[src/design/lhp_pkg.sv]
package lhp_pkg;

  localparam int unsigned LAT_W  = 32;
  localparam int unsigned PCT_W  = 7;
  localparam int unsigned PROD_W = LAT_W + PCT_W;

  // Percent scale; the walk compares 100 * sum against completed * percent.
  localparam logic [PCT_W-1:0] PCT_SCALE = 7'd100;

  typedef enum logic [1:0] {
    ACT_RECORD = 2'd0,
    ACT_QUERY  = 2'd1,
    ACT_CLEAR  = 2'd2,
    ACT_NONE   = 2'd3
  } action_e;

  typedef enum logic [2:0] {
    ST_IDLE,
    ST_DECODE,
    ST_DIV,
    ST_RD,
    ST_WR,
    ST_WALK,
    ST_DONE
  } state_e;

  typedef struct packed {
    logic load;
    logic div_step;
    logic rec_rd;
    logic rec_wr;
    logic clear;
    logic walk_init;
    logic walk_run;
    logic finish;
  } cmd_t;

  typedef struct packed {
    action_e action;
    logic    div_done;
    logic    walk_end;
    logic    out_free;
  } stat_t;

  function automatic logic [LAT_W-1:0] sat_inc(input logic [LAT_W-1:0] v);
    sat_inc = (v == '1) ? v : v + 1'b1;
  endfunction

endpackage

[src/design/lhp_ram.sv]
module lhp_ram #(
  parameter int unsigned WIDTH = 32,
  parameter int unsigned DEPTH = 64
) (
  input  logic                     clk_i,
  input  logic                     wr_en_i,
  input  logic [$clog2(DEPTH)-1:0] wr_addr_i,
  input  logic [WIDTH-1:0]         wr_data_i,
  input  logic                     rd_en_i,
  input  logic [$clog2(DEPTH)-1:0] rd_addr_i,
  output logic [WIDTH-1:0]         rd_data_o
);

  logic [WIDTH-1:0] mem_q [DEPTH];
  logic [WIDTH-1:0] rd_data_q;

  always_ff @(posedge clk_i) begin
    if (wr_en_i) begin
      mem_q[wr_addr_i] <= wr_data_i;
    end
    if (rd_en_i) begin
      rd_data_q <= mem_q[rd_addr_i];
    end
  end

  assign rd_data_o = rd_data_q;

endmodule

[src/design/lhp_ctrl.sv]
module lhp_ctrl (
  input  logic           clk_i,
  input  logic           rst_ni,
  input  logic           in_valid_i,
  output logic           in_stall_o,
  input  lhp_pkg::stat_t stat_i,
  output lhp_pkg::cmd_t  cmd_o
);

  lhp_pkg::state_e state_q, state_d;

  always_ff @(posedge clk_i or negedge rst_ni) begin
    if (!rst_ni) begin
      state_q <= lhp_pkg::ST_IDLE;
    end else begin
      state_q <= state_d;
    end
  end

  always_comb begin
    state_d = state_q;
    case (state_q)
      lhp_pkg::ST_IDLE: begin
        if (in_valid_i) begin
          state_d = lhp_pkg::ST_DECODE;
        end
      end
      lhp_pkg::ST_DECODE: begin
        case (stat_i.action)
          lhp_pkg::ACT_RECORD: state_d = lhp_pkg::ST_DIV;
          lhp_pkg::ACT_QUERY:  state_d = lhp_pkg::ST_WALK;
          default:             state_d = lhp_pkg::ST_DONE;
        endcase
      end
      lhp_pkg::ST_DIV: begin
        if (stat_i.div_done) begin
          state_d = lhp_pkg::ST_RD;
        end
      end
      lhp_pkg::ST_RD: state_d = lhp_pkg::ST_WR;
      lhp_pkg::ST_WR: state_d = lhp_pkg::ST_DONE;
      lhp_pkg::ST_WALK: begin
        if (stat_i.walk_end) begin
          state_d = lhp_pkg::ST_DONE;
        end
      end
      lhp_pkg::ST_DONE: begin
        if (stat_i.out_free) begin
          state_d = lhp_pkg::ST_IDLE;
        end
      end
      default: state_d = lhp_pkg::ST_IDLE;
    endcase
  end

  always_comb begin
    cmd_o      = '0;
    in_stall_o = 1'b1;
    case (state_q)
      lhp_pkg::ST_IDLE: begin
        in_stall_o = 1'b0;
        cmd_o.load = in_valid_i;
      end
      lhp_pkg::ST_DECODE: begin
        cmd_o.walk_init = (stat_i.action == lhp_pkg::ACT_QUERY);
        cmd_o.clear     = (stat_i.action == lhp_pkg::ACT_CLEAR);
      end
      lhp_pkg::ST_DIV:  cmd_o.div_step = !stat_i.div_done;
      lhp_pkg::ST_RD:   cmd_o.rec_rd   = 1'b1;
      lhp_pkg::ST_WR:   cmd_o.rec_wr   = 1'b1;
      lhp_pkg::ST_WALK: cmd_o.walk_run = 1'b1;
      lhp_pkg::ST_DONE: cmd_o.finish   = stat_i.out_free;
      default: begin
        cmd_o      = '0;
        in_stall_o = 1'b1;
      end
    endcase
  end

endmodule

[src/design/lhp_dp.sv]
module lhp_dp #(
  parameter int unsigned NUM_BINS     = 64,
  parameter int unsigned BIN_WIDTH_US = 250
) (
  input  logic                         clk_i,
  input  logic                         rst_ni,
  input  lhp_pkg::cmd_t                cmd_i,
  output lhp_pkg::stat_t               stat_o,
  input  logic [1:0]                   action_i,
  input  logic [lhp_pkg::LAT_W-1:0]    latency_us_i,
  input  logic [lhp_pkg::PCT_W-1:0]    percent_i,
  input  logic                         out_stall_i,
  output logic                         out_valid_o,
  output logic [lhp_pkg::LAT_W-1:0]    upper_us_o,
  output logic [lhp_pkg::LAT_W-1:0]    completed_o
);

  localparam int unsigned LAT_W  = lhp_pkg::LAT_W;
  localparam int unsigned PCT_W  = lhp_pkg::PCT_W;
  localparam int unsigned PROD_W = lhp_pkg::PROD_W;
  localparam int unsigned IDX_W  = $clog2(NUM_BINS);
  localparam int unsigned ACC_W  = PROD_W + IDX_W;
  localparam int unsigned SPAN_W = $clog2(NUM_BINS * BIN_WIDTH_US);
  localparam int unsigned SHIFT  = SPAN_W + $clog2(BIN_WIDTH_US);
  localparam int unsigned RCP_W  = SPAN_W + 2;
  localparam int unsigned MUL_W  = SPAN_W + RCP_W;
  localparam logic [LAT_W-1:0] SPAN_US  = LAT_W'(NUM_BINS * BIN_WIDTH_US);
  localparam logic [IDX_W-1:0] LAST_BIN = IDX_W'(NUM_BINS - 1);
  // Rounded-up reciprocal of the bin width; exact for every latency below the span.
  localparam logic [63:0] RCP_64 =
      ((64'd1 << SHIFT) + 64'(BIN_WIDTH_US) - 64'd1) / 64'(BIN_WIDTH_US);
  localparam logic [RCP_W-1:0] RECIP = RCP_W'(RCP_64);

  // Captured word.
  lhp_pkg::action_e   act_q;
  logic [LAT_W-1:0]   lat_q;
  logic [PCT_W-1:0]   pct_q;

  // Bin index.
  logic               clamp_q;
  logic               step_q;
  logic [MUL_W-1:0]   quo_mul;
  logic [IDX_W-1:0]   quo_q;
  logic [IDX_W-1:0]   bin_idx;

  // Statistics.
  logic [LAT_W-1:0]   count_q;
  logic [LAT_W-1:0]   max_q;
  logic [NUM_BINS-1:0] vbits_q;

  // Bin memory access.
  logic               rd_en;
  logic [IDX_W-1:0]   rd_addr;
  logic [LAT_W-1:0]   rd_data;
  logic               vb1_q;
  logic [LAT_W-1:0]   bin_eff;

  // Query walk pipeline.
  logic [PROD_W-1:0]  prod_q;
  logic [IDX_W-1:0]   addr_q;
  logic               iss_q;
  logic               v1_q, v2_q;
  logic [IDX_W-1:0]   idx1_q, idx2_q;
  logic [PROD_W-1:0]  scaled_q;
  logic [ACC_W-1:0]   acc_q, acc_sum;
  logic               tz, hit, last;
  logic [LAT_W-1:0]   edge_us;
  logic [LAT_W-1:0]   ans_q, ans_d;

  // Output register.
  logic               out_valid_q;
  logic [LAT_W-1:0]   upper_q;
  logic [LAT_W-1:0]   completed_q;
  logic               out_free;

  assign quo_mul = MUL_W'(lat_q[SPAN_W-1:0]) * MUL_W'(RECIP);
  assign bin_idx = clamp_q ? LAST_BIN : quo_q;

  assign rd_en   = cmd_i.rec_rd || (cmd_i.walk_run && iss_q);
  assign rd_addr = cmd_i.rec_rd ? bin_idx : addr_q;
  assign bin_eff = vb1_q ? rd_data : '0;

  // A bin whose valid bit is clear has not been written since the last clear and reads as zero.
  lhp_ram #(
    .WIDTH (LAT_W),
    .DEPTH (NUM_BINS)
  ) u_bins (
    .clk_i     (clk_i),
    .wr_en_i   (cmd_i.rec_wr),
    .wr_addr_i (bin_idx),
    .wr_data_i (lhp_pkg::sat_inc(bin_eff)),
    .rd_en_i   (rd_en),
    .rd_addr_i (rd_addr),
    .rd_data_o (rd_data)
  );

  // The walk ends on a zero product, at the last bin, or at the first bin where 100 * running sum
  // reaches completed * percent, which is the same bin where the sum reaches the rounded-up target.
  assign acc_sum = acc_q + ACC_W'(scaled_q);
  assign tz      = (prod_q == '0);
  assign hit     = v2_q && (acc_sum >= ACC_W'(prod_q));
  assign last    = v2_q && (idx2_q == LAST_BIN);
  assign edge_us = LAT_W'({1'b0, idx2_q} + 1'b1) * LAT_W'(BIN_WIDTH_US);

  always_comb begin
    if (tz) begin
      ans_d = '0;
    end else if (hit && !last) begin
      ans_d = edge_us;
    end else begin
      ans_d = max_q;
    end
  end

  assign out_free = !out_valid_q || !out_stall_i;

  always_ff @(posedge clk_i or negedge rst_ni) begin
    if (!rst_ni) begin
      step_q      <= 1'b0;
      count_q     <= '0;
      max_q       <= '0;
      vbits_q     <= '0;
      addr_q      <= '0;
      iss_q       <= 1'b0;
      v1_q        <= 1'b0;
      v2_q        <= 1'b0;
      out_valid_q <= 1'b0;
    end else begin
      if (cmd_i.load) begin
        step_q <= 1'b0;
      end else if (cmd_i.div_step) begin
        step_q <= 1'b1;
      end

      if (cmd_i.clear) begin
        count_q <= '0;
        max_q   <= '0;
        vbits_q <= '0;
      end else if (cmd_i.rec_wr) begin
        count_q          <= lhp_pkg::sat_inc(count_q);
        vbits_q[bin_idx] <= 1'b1;
        if (lat_q > max_q) begin
          max_q <= lat_q;
        end
      end

      if (cmd_i.walk_init) begin
        addr_q <= '0;
        iss_q  <= 1'b1;
        v1_q   <= 1'b0;
        v2_q   <= 1'b0;
      end else begin
        if (cmd_i.walk_run && iss_q) begin
          addr_q <= addr_q + 1'b1;
          if (addr_q == LAST_BIN) begin
            iss_q <= 1'b0;
          end
        end
        v1_q <= cmd_i.walk_run && iss_q;
        v2_q <= cmd_i.walk_run && v1_q;
      end

      if (cmd_i.finish) begin
        out_valid_q <= 1'b1;
      end else if (!out_stall_i) begin
        out_valid_q <= 1'b0;
      end
    end
  end

  always_ff @(posedge clk_i) begin
    if (cmd_i.load) begin
      act_q   <= lhp_pkg::action_e'(action_i);
      lat_q   <= latency_us_i;
      pct_q   <= percent_i;
      clamp_q <= (latency_us_i >= SPAN_US);
    end else if (cmd_i.div_step) begin
      quo_q <= IDX_W'(quo_mul >> SHIFT);
    end

    if (rd_en) begin
      vb1_q <= vbits_q[rd_addr];
    end

    if (cmd_i.walk_init) begin
      prod_q <= PROD_W'(count_q) * PROD_W'(pct_q);
      acc_q  <= '0;
    end else if (cmd_i.walk_run && v2_q) begin
      acc_q <= acc_sum;
    end

    idx1_q   <= addr_q;
    idx2_q   <= idx1_q;
    scaled_q <= PROD_W'(bin_eff) * PROD_W'(lhp_pkg::PCT_SCALE);

    if (cmd_i.walk_run) begin
      ans_q <= ans_d;
    end

    if (cmd_i.finish) begin
      upper_q     <= (act_q == lhp_pkg::ACT_QUERY) ? ans_q : '0;
      completed_q <= count_q;
    end
  end

  assign stat_o.action   = act_q;
  assign stat_o.div_done = step_q;
  assign stat_o.walk_end = tz || hit || last;
  assign stat_o.out_free = out_free;

  assign out_valid_o = out_valid_q;
  assign upper_us_o  = upper_q;
  assign completed_o = completed_q;

endmodule

[src/design/latency_histogram_percentile.sv]
// Latency histogram with percentile readout. One word is handled at a time. A record
// word finds its bin with one registered multiplication by the reciprocal of the bin
// width and then does a read-modify-write of the bin memory. A query word walks the
// bin memory one bin per cycle through a three-stage read, scale and accumulate
// pipeline, and finishes early once the percentile bin is found or the requested
// count is zero. A clear word or the unused action code goes from decode straight to
// the result. Reset and clear take effect at once through per-bin valid bits, with no
// clearing pass. The result register lets the next word be accepted while a result is
// still stalled at the output.
module latency_histogram_percentile #(
  parameter int unsigned NUM_BINS     = 64,
  parameter int unsigned BIN_WIDTH_US = 250
) (
  input  logic        clk_i,
  input  logic        rst_ni,
  input  logic        in_valid_i,
  output logic        in_stall_o,
  input  logic [1:0]  action_i,
  input  logic [31:0] latency_us_i,
  input  logic [6:0]  percent_i,
  output logic        out_valid_o,
  input  logic        out_stall_i,
  output logic [31:0] upper_us_o,
  output logic [31:0] completed_o
);

  lhp_pkg::cmd_t  cmd;
  lhp_pkg::stat_t stat;

  lhp_ctrl u_ctrl (
    .clk_i      (clk_i),
    .rst_ni     (rst_ni),
    .in_valid_i (in_valid_i),
    .in_stall_o (in_stall_o),
    .stat_i     (stat),
    .cmd_o      (cmd)
  );

  lhp_dp #(
    .NUM_BINS     (NUM_BINS),
    .BIN_WIDTH_US (BIN_WIDTH_US)
  ) u_dp (
    .clk_i        (clk_i),
    .rst_ni       (rst_ni),
    .cmd_i        (cmd),
    .stat_o       (stat),
    .action_i     (action_i),
    .latency_us_i (latency_us_i),
    .percent_i    (percent_i),
    .out_stall_i  (out_stall_i),
    .out_valid_o  (out_valid_o),
    .upper_us_o   (upper_us_o),
    .completed_o  (completed_o)
  );

endmodule

[config.mk]
export PLATFORM = sky130hd
export DESIGN_NAME = latency_histogram_percentile
export DESIGN_NICKNAME = d
export VERILOG_FILES = /design/src/design/lhp_pkg.sv /design/src/design/lhp_ram.sv /design/src/design/lhp_ctrl.sv /design/src/design/lhp_dp.sv /design/src/design/latency_histogram_percentile.sv
export SDC_FILE = /design/constraint.sdc
export NUM_CORES = 2
export LEC_CHECK = 0
export BUFFER_PORTS_ARGS = -buffer_cell sky130_fd_sc_hd__buf_2
export CORE_ASPECT_RATIO = 0.6
export CORE_MARGIN = 1.5
export CORE_UTILIZATION = 30
export CTS_CLUSTER_SIZE = 8
export DETAILED_ROUTE_END_ITERATION = 7
export GPL_ROUTABILITY_DRIVEN = 1
export GPL_TIMING_DRIVEN = 1
export PLACE_DENSITY = 0.45
export SKIP_CTS_REPAIR_TIMING = 1
export SYNTH_ARGS = -nofsm -noshare
export SYNTH_HDL_FRONTEND = slang
export SYNTH_SLANG_ARGS = --single-unit
[constraint.sdc]
create_clock -name clk_i -period 6.8 [get_ports clk_i]
set_input_delay 0.68 -clock clk_i [delete_from_list [all_inputs] [get_ports clk_i]]
set_output_delay 0.68 -clock clk_i [all_outputs]
set_load 0.005 [all_outputs]
==> results.md <==
* Global-route wire length before repair at 539 mm
* Setup crit start kind: register
* TritonCTS Buffers at 355
* Row count at 176
* Clock Sinks at 2498
* VDD IR max at 386 uV
* Worst Clk Skew at 66.5 ps
* Final Cycle Share at 92.9%
* Initial Util at 30.2%
* Post-synth EDFFs at 2264
* Die height at 484 um
* Fraction of registers with async set/reset at 5.68%
* Drt total wl at 372 mm
* Synthesized area at 0.116 mm2
* Register bit total from synthesis at 2498
* I/O pin total at 111
* Leak Pwr at 51.2 nW
* Setup TNS Final at 0 ps
* Final WS setup at 485 ps
* Routability cong. at 0.820
* TritonCTS clock tree: yes
* Cells after DPL at 14.6k
* Ys flop type: edfxtp_1
* RSZ-0062 raised after global routing: false
* Synthesis-to-finish area growth at 16.5%
* Slew margin rel. at 3.64%
* Switching fraction of total power at 38.9%
* Sw power at 0.0228 W
* YS warnings at 0
* Vias per inst at 5.17
* Combinational share of power at 38.6%
* Post-synthesis sequential area ratio at 63.5%
* Vias in the first global route at 76.1k
* Initial DRC count at 8208
* Run status: completed
* Reg power frac at 33.4%
* Power Internal at 0.0358 W
* Slew Viols, Final at 0
* Setup crit end kind: register
* Worst Hold Class: input pin to register
* Clock-pin transition on the worst setup and hold timing paths at 50 ps
* Worst path arrival time at 7040 ps
* Average wire per standard cell at 24.5 um
* Power Density at 435 mW/mm2
* CP required at 7530 ps
* Setup Slack @ Placement at 576 ps
* Fin crit period at 6310 ps
* Hold Fails Final Rpt at 0
* Total GRT Usage at 18.5%
* Pin count of the biggest net entering global routing at 110
* DRC viols at 0
* H-tree depth at 5
* Port Buffer Count at 110
* Die area at 0.389 mm2
* Number of fill cells at 37.5k
* Final HPWL DP at 228 mm
* Syn Inst Count at 9686
* Nets at 10.6k
* Share of layout cells above drive strength 1 at 9.98%
* Initial antenna violation count at 21
* Syn_nets at 10.3k
* Unique masters post-synth at 86
* CTS Root Cell: clkbuf_16
* Longest Clk Path Bufs at 4
* Clock power share at 28.0%
* Global route overflow at 0
* First-pass DRT Iterations at 6
* Critical Path Fanout Max at 20
* FMAX at 158 MHz
* Slew @ Worst Pin at 1440 ps
* Max_cap viols at 0
* Setup-failing EPs final at 0
* Final Non-Filler Cells at 15.2k
* Via count at 78.4k
* Kind of critical path: register to register
* Die X at 804 um
* Antenna Nets Post-Route at 0
* Clock Latency Late Sink at 910 ps
* Core box area at 0.383 mm2
* Syn avg cell area at 11.9 um2
-- cell type report --
| type | count | area, um2 | share of cell area, % |
|---|---|---|---|
| flip-flops and latches | 2498 | 73400 | 54.5 |
| multi-input cells | 6118 | 39100 | 29.1 |
| clock buffers | 499 | 9690 | 7.20 |
| well taps | 5073 | 6350 | 4.72 |
| repair buffers | 471 | 4010 | 2.98 |
| inverters | 490 | 1840 | 1.37 |
| clock inverters | 11 | 209 | 0.155 |
| diodes | 5 | 12.5 | 0.00930 |
-- kinds of logic after synthesis --
logic type               synth area share [%]
AND/OR/NAND/NOR                          14.6
flip-flops                               63.5
XOR/XNOR                                 1.35
AO/OA/AOI/OAI                            8.46
multiplexers                            0.537
buffers and inverters                    3.53
adder cells (fa/ha/maj)                  8.02
-- critical path: stages (launching register included) --
cell and delay (ps):
dfxtp_1 310, ha_1 240, fa_1 490, a211o_1 350
a211o_1 310, a21oi_1 190, a211oi_1 230, o2bb2ai_1 250
or2_2 340, a41oi_1 250, xnor2_1 130, ha_1 310
nand4_1 130, nor2_1 120, nand3_1 180, nand4b_1 220
a221oi_1 580, a2111oi_0 120, o311ai_0 240, buf_4 240
inv_2 50, a311oi_4 270, buf_4 310, mux2i_1 250
-- flip-flops by register name, summed over array words and instances (netlist names), 32 cells and up --
register / count
u_dp.acc_q: 43
u_dp.ans_q: 32
u_dp.completed_o: 32
u_dp.count_q: 32
u_dp.lat_q: 32
u_dp.max_q: 32
u_dp.prod_q: 39
u_dp.scaled_q: 37
u_dp.u_bins.mem_q: 2048
u_dp.u_bins.rd_data_o: 32
u_dp.upper_us_o: 32
u_dp.vbits_q: 64
-- cells in the final DEF, fill, tap and decap left out, types with 37 or more instances in the layout --
master	Yosys	final
a211oi_1	255	233
a21o_1	67	67
a21oi_1	297	291
a311oi_1	266	265
a31oi_1	272	272
and2_1	150	150
and3_1	425	425
buf_12	0	51
buf_2	44	109
buf_4	1	269
clkbuf_1	481	130
clkbuf_16	0	366
dfrtp_1	142	142
dfxtp_1	92	92
dlygate4sd3_1	0	41
edfxtp_1	2264	2264
fa_1	215	215
ha_1	397	397
inv_1	488	488
nand2_1	2467	2467
nand3_1	323	323
nand4_1	37	37
nor2_1	323	261
nor2_4	0	62
nor3_1	46	41
o21a_1	46	44
o21ai_0	67	67
xnor2_1	121	94
xor2_1	55	52
-- per-stage QoR --
stage | power (W) | util, % | hold WS (ps) | instance area [um2]
2_1_floorplan | 0.0334 | - | 310 | 116000
3_3_place_gp | 0.0422 | 32.4 | 311 | 124000
3_5_place_dp | 0.0423 | 32.4 | 313 | 124000
4_1_cts | 0.0589 | 35.0 | -234 | 134000
5_1_grt | 0.0618 | 35.1 | 39.1 | 135000
6_report | 0.0586 | 35.1 | 97.9 | 135000
-- final timing paths --
path,startpoint,endpoint,slack (ps),cells past startpoint
setup / recovery,u_dp.acc_q[2],u_dp.ans_q[16],490,23
hold / removal,percent_i[1],u_dp.pct_q[1],100,1
setup reg to reg,u_dp.acc_q[2],u_dp.ans_q[16],490,23
hold reg to reg,u_dp.idx1_q[4],u_dp.idx2_q[4],320,0
max in group asynchronous,rst_ni,u_dp.count_q[10],5210,3
min in group asynchronous,rst_ni,u_dp.max_q[13],350,2
-- routing by layer --
| metal | routed length [um] | share of wire [%] | track usage [%] | vias up |
|---|---|---|---|---|
| met4 | 7350 | 2.0 | 3.89 | 0 |
| met3 | 31100 | 8.4 | 4.29 | 478 |
| met5 | 0 | 0 | 0 | - |
| met2 | 147000 | 39 | 25.0 | 2725 |
| met1 | 186000 | 50 | 29.7 | 40013 |
| li1 | - | - | - | 35219 |
-- Yosys cell counts, drive strengths merged (17+ instances only) --
cell / instances / area (um2)
nand2: 2467 / 9260
edfxtp: 2264 / 68000
inv: 489 / 1840
clkbuf: 482 / 1810
and3: 425 / 2660
ha: 397 / 4970
nand3: 323 / 1620
nor2: 323 / 1210
a21oi: 300 / 1510
a31oi: 273 / 1720
a311oi: 266 / 2330
a211oi: 257 / 1940
fa: 215 / 4300
and2: 151 / 947
dfrtp: 142 / 3550
xnor2: 121 / 1060
buf: 98 / 434
dfxtp: 92 / 1840
o21ai: 78 / 405
a21o: 67 / 503
xor2: 56 / 498
nor3: 47 / 240
o21a: 46 / 345
nand4: 37 / 231
mux2: 32 / 360
mux2i: 26 / 260
nor2b: 19 / 119
o21bai: 17 / 131
-- power by group through the flow --
| stage | Clock, W | Sequential [W] | Combinational (W) |
|---|---|---|---|
| floorplan | 0 | 0.0197 | 0.0138 |
| global placement | 0 | 0.0198 | 0.0223 |
| detailed placement | 0 | 0.0198 | 0.0225 |
| CTS | 0.0168 | 0.0196 | 0.0226 |
| global route | 0.0174 | 0.0196 | 0.0248 |
| finish | 0.0164 | 0.0196 | 0.0226 |
Power figures use the tool's default switching activity.
